$ cat src/rtl/elga_pkg.sv
// Shared types, codes and constants for the embedding lookup / gradient accumulate unit.
package elga_pkg;

    localparam int VAL_W      = 32;
    localparam int ROW_W      = 16;
    localparam int ELEM_W     = 6;
    localparam int OP_W       = 2;
    localparam int ROWS_CFG_W = 11;
    localparam int DIM_CFG_W  = 7;
    localparam int PADDR_W    = 3;
    localparam int PDATA_W    = 32;

    localparam int DEF_MAX_ROWS = 1024;
    localparam int DEF_MAX_DIM  = 64;

    localparam logic [ROWS_CFG_W-1:0] ROWS_RST = 11'd1024;
    localparam logic [DIM_CFG_W-1:0]  DIM_RST  = 7'd64;

    // register index, taken from paddr[2]
    localparam logic REG_ROWS = 1'b0;
    localparam logic REG_DIM  = 1'b1;

    typedef enum logic [OP_W-1:0] {
        OP_WR_WEIGHT = 2'd0,
        OP_LOOKUP    = 2'd1,
        OP_ACC_GRAD  = 2'd2,
        OP_RD_GRAD   = 2'd3
    } op_t;

    typedef enum logic [2:0] {
        ST_CLEAR,
        ST_IDLE,
        ST_EXEC,
        ST_ACC_WB,
        ST_RD_OUT,
        ST_LK_OUT
    } state_t;

    typedef struct packed {
        logic capture;   // load the item registers
        logic clr_wr;    // zero one gradient entry, advance sweep
        logic wt_wr;     // write weight element
        logic gr_rd;     // read gradient element
        logic gr_wr;     // write back saturated sum
        logic wt_rd;     // read weight element of the row
        logic lk_emit;   // load output from weight data, step element
        logic rd_emit;   // load output from gradient data
    } cmd_t;

    typedef struct packed {
        logic clr_done;
        op_t  op;
        logic item_ok;
        logic lk_last;
        logic out_free;
    } stat_t;

endpackage

$ cat src/rtl/elga_ctrl.sv
// Sequencing state machine for clear sweep and the four operations.
module elga_ctrl (
    input  logic            clk,
    input  logic            rst_n,
    input  logic            in_valid,
    input  elga_pkg::stat_t stat,
    output logic            in_ready,
    output elga_pkg::cmd_t  cmd
);
    import elga_pkg::*;

    state_t state_reg;
    state_t state_next;

    always_ff @(posedge clk or negedge rst_n)
    begin
        if (!rst_n)
            state_reg <= ST_CLEAR;
        else
            state_reg <= state_next;
    end

    always_comb
    begin
        state_next = state_reg;
        case (state_reg)
            ST_CLEAR:
            begin
                if (stat.clr_done)
                    state_next = ST_IDLE;
            end
            ST_IDLE:
            begin
                if (in_valid)
                    state_next = ST_EXEC;
            end
            ST_EXEC:
            begin
                case (stat.op)
                    OP_WR_WEIGHT: state_next = ST_IDLE;
                    OP_LOOKUP:    state_next = ST_LK_OUT;
                    OP_ACC_GRAD:  state_next = stat.item_ok ? ST_ACC_WB : ST_IDLE;
                    OP_RD_GRAD:   state_next = ST_RD_OUT;
                    default:      state_next = ST_IDLE;
                endcase
            end
            ST_ACC_WB:
                state_next = ST_IDLE;
            ST_RD_OUT:
            begin
                if (stat.out_free)
                    state_next = ST_IDLE;
            end
            ST_LK_OUT:
            begin
                if (stat.out_free && stat.lk_last)
                    state_next = ST_IDLE;
            end
            default:
                state_next = ST_IDLE;
        endcase
    end

    always_comb
    begin
        cmd      = '0;
        in_ready = 1'b0;
        case (state_reg)
            ST_CLEAR:
                cmd.clr_wr = 1'b1;
            ST_IDLE:
            begin
                in_ready    = 1'b1;
                cmd.capture = in_valid;
            end
            ST_EXEC:
            begin
                case (stat.op)
                    OP_WR_WEIGHT: cmd.wt_wr = stat.item_ok;
                    OP_LOOKUP:    cmd.wt_rd = 1'b1;
                    OP_ACC_GRAD:  cmd.gr_rd = stat.item_ok;
                    OP_RD_GRAD:   cmd.gr_rd = stat.item_ok;
                    default:      cmd.gr_rd = 1'b0;
                endcase
            end
            ST_ACC_WB:
                cmd.gr_wr = 1'b1;
            ST_RD_OUT:
                cmd.rd_emit = stat.out_free;
            ST_LK_OUT:
            begin
                cmd.lk_emit = stat.out_free;
                // fetch the next element while this one goes out
                cmd.wt_rd   = stat.out_free && !stat.lk_last;
            end
            default:
                cmd = '0;
        endcase
    end

endmodule

$ cat config.mk
export PLATFORM = sky130hd
export DESIGN_NAME = elga_ctrl
export DESIGN_NICKNAME = d
export VERILOG_FILES = /design/src/rtl/elga_pkg.sv /design/src/rtl/elga_ctrl.sv
export SDC_FILE = /design/constraint.sdc
export NUM_CORES = 1
export LEC_CHECK = 0
export ABC_AREA = 1
export BUFFER_PORTS_ARGS = -buffer_cell sky130_fd_sc_hd__buf_2
export CORE_AREA = 4 4 41 43
export DETAILED_ROUTE_END_ITERATION = 10
export DIE_AREA = 0 0 45 47
export SYNTH_ARGS = -nofsm -noshare
export SYNTH_HDL_FRONTEND = slang
export SYNTH_SLANG_ARGS = --single-unit
export TNS_END_PERCENT = 10
$ cat constraint.sdc
create_clock -name clk -period 1.25 [get_ports clk]
set_input_delay 0.0625 -clock clk [delete_from_list [all_inputs] [get_ports clk]]
set_output_delay 0.0625 -clock clk [all_outputs]
set_load 0.02 [all_outputs]
==> impl_metrics.toml <==
[pwr]
combinationalPowerShare_pct = 71.2
swShare_pct = 49.20
total_power_mw = 1.339
power_density_nw_per_um2 = 2258
p_seq_share_pct = 16.0
net-switching-power_mw = 0.6589
intPower_mw = 0.6803
power_leakage_nw = 0.3258
clockPowerShare_pct = 12.8
peakVddDrop_uv = 825.1

[logic_synthesis]
synth_top_family_by_area = "simple AND/OR/NAND/NOR gates"
synthAdderAreaFrac_pct = 0
ys_seq_area_share_pct = 26.55
synthCells = 50
synth_mux_area_share_pct = 0
ys_types = 13
synth.cell_area_um2 = 282.8
ys_ff_latch = 3
syn-num-nets = 59
synth-simple-area-share_pct = 53.54
synth_compound_area_share_pct = 3.982
synth-xor-area-share_pct = 0
syn_area_per_cell_um2 = 5.655
synth_warnings = 0

[clock_tree]
cts_sinks = 3
numCtsBuffers = 3
cts_max_level = 1
clk_pin_slew_ns = 0.04
cts_buffer_depth = 2
cts_tree = "built"
root_buffer = "clkbuf_4"
clk_latency_ns = 0.24

[setup_path]
crit_family = "flip-flops"
crit_arrival_ns = 1.23
worst_path_max_delay_cell = "dfrtp_2"
path_depth = 4
reg2reg_depth = 9
cp-start-kind = "flop"
r2r_start = "state_reg[2]"
worstSetupPathType = "reg -> out"
endpoint_kind = "primary output"
critical_path_buf_inv_count = 1
r2r-end = "state_reg[2]"
rrSetupSlack_ns = 0
cpPeakStageDelay_ns = 0.48
cp_max_fo = 6
worstPathRequired_ns = 1.19
cp_cell_sequence = "nor2_4 -> nand3_2 -> o22ai_2 -> buf_6"

[detailed_routing]
vias_per_cell = 4.458
route.detailed.drc = 0
drt_iter0_markers = 2
first_pass_iters = 4
wl_um = 1053
wl_per_cell_um = 10.97
ant_nets = 0
vias = 428

[layout]
final_cell_mix = "buf_4 (14), nand2_1 (10), buf_2 (10), inv_2 (6), inv_1 (6)"
final_nets = 91
syn_to_final_growth_pct = 109.7
final_common_cell = "buf_4"
drive_gt1_share_pct = 60.49
largest_reg_flops = 3
stdcell_count = 96
n_antenna_cell = 0

[timing]
fmax_mhz = 775.4
tightest_slew_ns = 0.2182
rsz0062_at_grt = "true"
hold_ws_ns = 0.1444
slew_headroom_pct = 85.34
fin_tns_setup_ns = -0.06365
setup_viol = 4
finalWorstSetupSlack_ns = -0.03957
hold_violations = 0
skew_ns = 0.003873
period_share_pct = 103.2
maxSlewViolCount = 0
min_period_ns = 1.290

[placed_design]
portBuffers = 17
dp_cells = 83
hpwl_um = 704.5
gp_congestion = 0.7831

[global_routing]
grt_pass1_vias = 407
grt-ovfl-total = 0
grt_pass1_wl_um = 1656
track_usage_pct = 10.93
grt_max_degree = 7
antenna_found_initial = 0

[die]
die_h_um = 47
num_io_pins = 18
start_util_pct = 21.73
die_area_um2 = 2115
rows = 13
core_area_um2 = 1301
die-width_um = 45

[status]
failed_checks = "setup timing"
outcome = "complete, but fails checks"

[min_path]
worstHoldPathType = "in -> reg"
min_to = "state_reg[2]"
min_from = "stat[3]"
holdPathStages = 3

[flow_run]
max-cap-violations = 0
cell families (layout without fill, tap and decap cells):
logic type / after synthesis / after routing
DFF: 3 / 3
AOI/OAI and AO/OA: 2 / 2
buffers and inverters: 12 / 43
and+or+nand+nor: 33 / 33
synth_stat cells:
master	n	share of area (%)
a21oi_1	1	1.8
dfrtp_1	3	27
inv_1	8	11
inv_2	4	5.3
nand2_1	11	15
nand2_2	1	2.2
nand3_1	7	12
nand4_1	1	2.2
nor2_1	6	8.0
nor2_2	2	4.4
nor3_1	3	5.3
nor4_1	2	4.4
o22ai_1	1	2.2
cell type report:
type	instances	area, um2
clock buffer	4	26.28
fill	138	708.2
inverter	12	45.04
multi-input combinational	35	239.0
sequential	3	76.32
tap	15	18.77
timing repair buffer	27	187.7
power groups by stage:
stage	clock network, mW	logic (mW)	registers, mW
after global placement	0	0.590	0.201
after detailed placement	0	0.585	0.205
after CTS	0.181	0.790	0.207
after floorplan	0	0.418	0.194
after global routing	0.194	1.04	0.219
final	0.171	0.954	0.214
worst register-to-register path, cell delays in order, from the launching register on:
cell	delay, ns
dfrtp_1	0.40
inv_2	0.08
buf_4	0.15
buf_4	0.13
nand3_1	0.07
nand2_1	0.06
inv_2	0.06
nand2_2	0.05
nand2_1	0.06
nand2_1	0.06
layer usage:
layer | vias to the layer above | wire (um) | global-route usage, % | share of wire (%)
li1 | 221 | - | - | -
met3 | 2 | 60 | 3.448 | 5.7
met2 | 10 | 614 | 20.90 | 58
met5 | - | 0 | 0 | 0
met1 | 195 | 366 | 10.53 | 35
met4 | 0 | 12 | 5.263 | 1.1
metrics by stage:
stage | util, % | cell area [um2] | worst slack [ns]
after floorplan | - | 289.0 | 0.02660
after global placement | 30.77 | 400.4 | 0.07746
after detailed placement | 30.77 | 400.4 | 0.05523
after CTS | 41.25 | 536.8 | -0.04056
after global routing | 45.58 | 593.1 | -0.1190
final | 45.58 | 593.1 | -0.03957
repair_timing:
item / CTS / global route
hold buffers: 1 / 0
endpoints found under the hold margin: 3 / 0
endpoints found under the setup margin: 5 / 12
resized for setup: 16 / 9
pin swaps: 3 / 4
buffers inserted: 5 / 3
worst max-delay path by stage:
stage                     slack (ns)      to    startpoint
after global routing           -0.12  cmd[2]  state_reg[2]
after floorplan                 0.03  cmd[0]  state_reg[1]
final                          -0.04  cmd[2]  state_reg[1]
after detailed placement        0.06  cmd[2]  state_reg[2]
after CTS                      -0.04  cmd[2]  state_reg[1]
after global placement          0.08  cmd[2]  state_reg[0]
No activity file was read; power rests on OpenSTA's default activity.
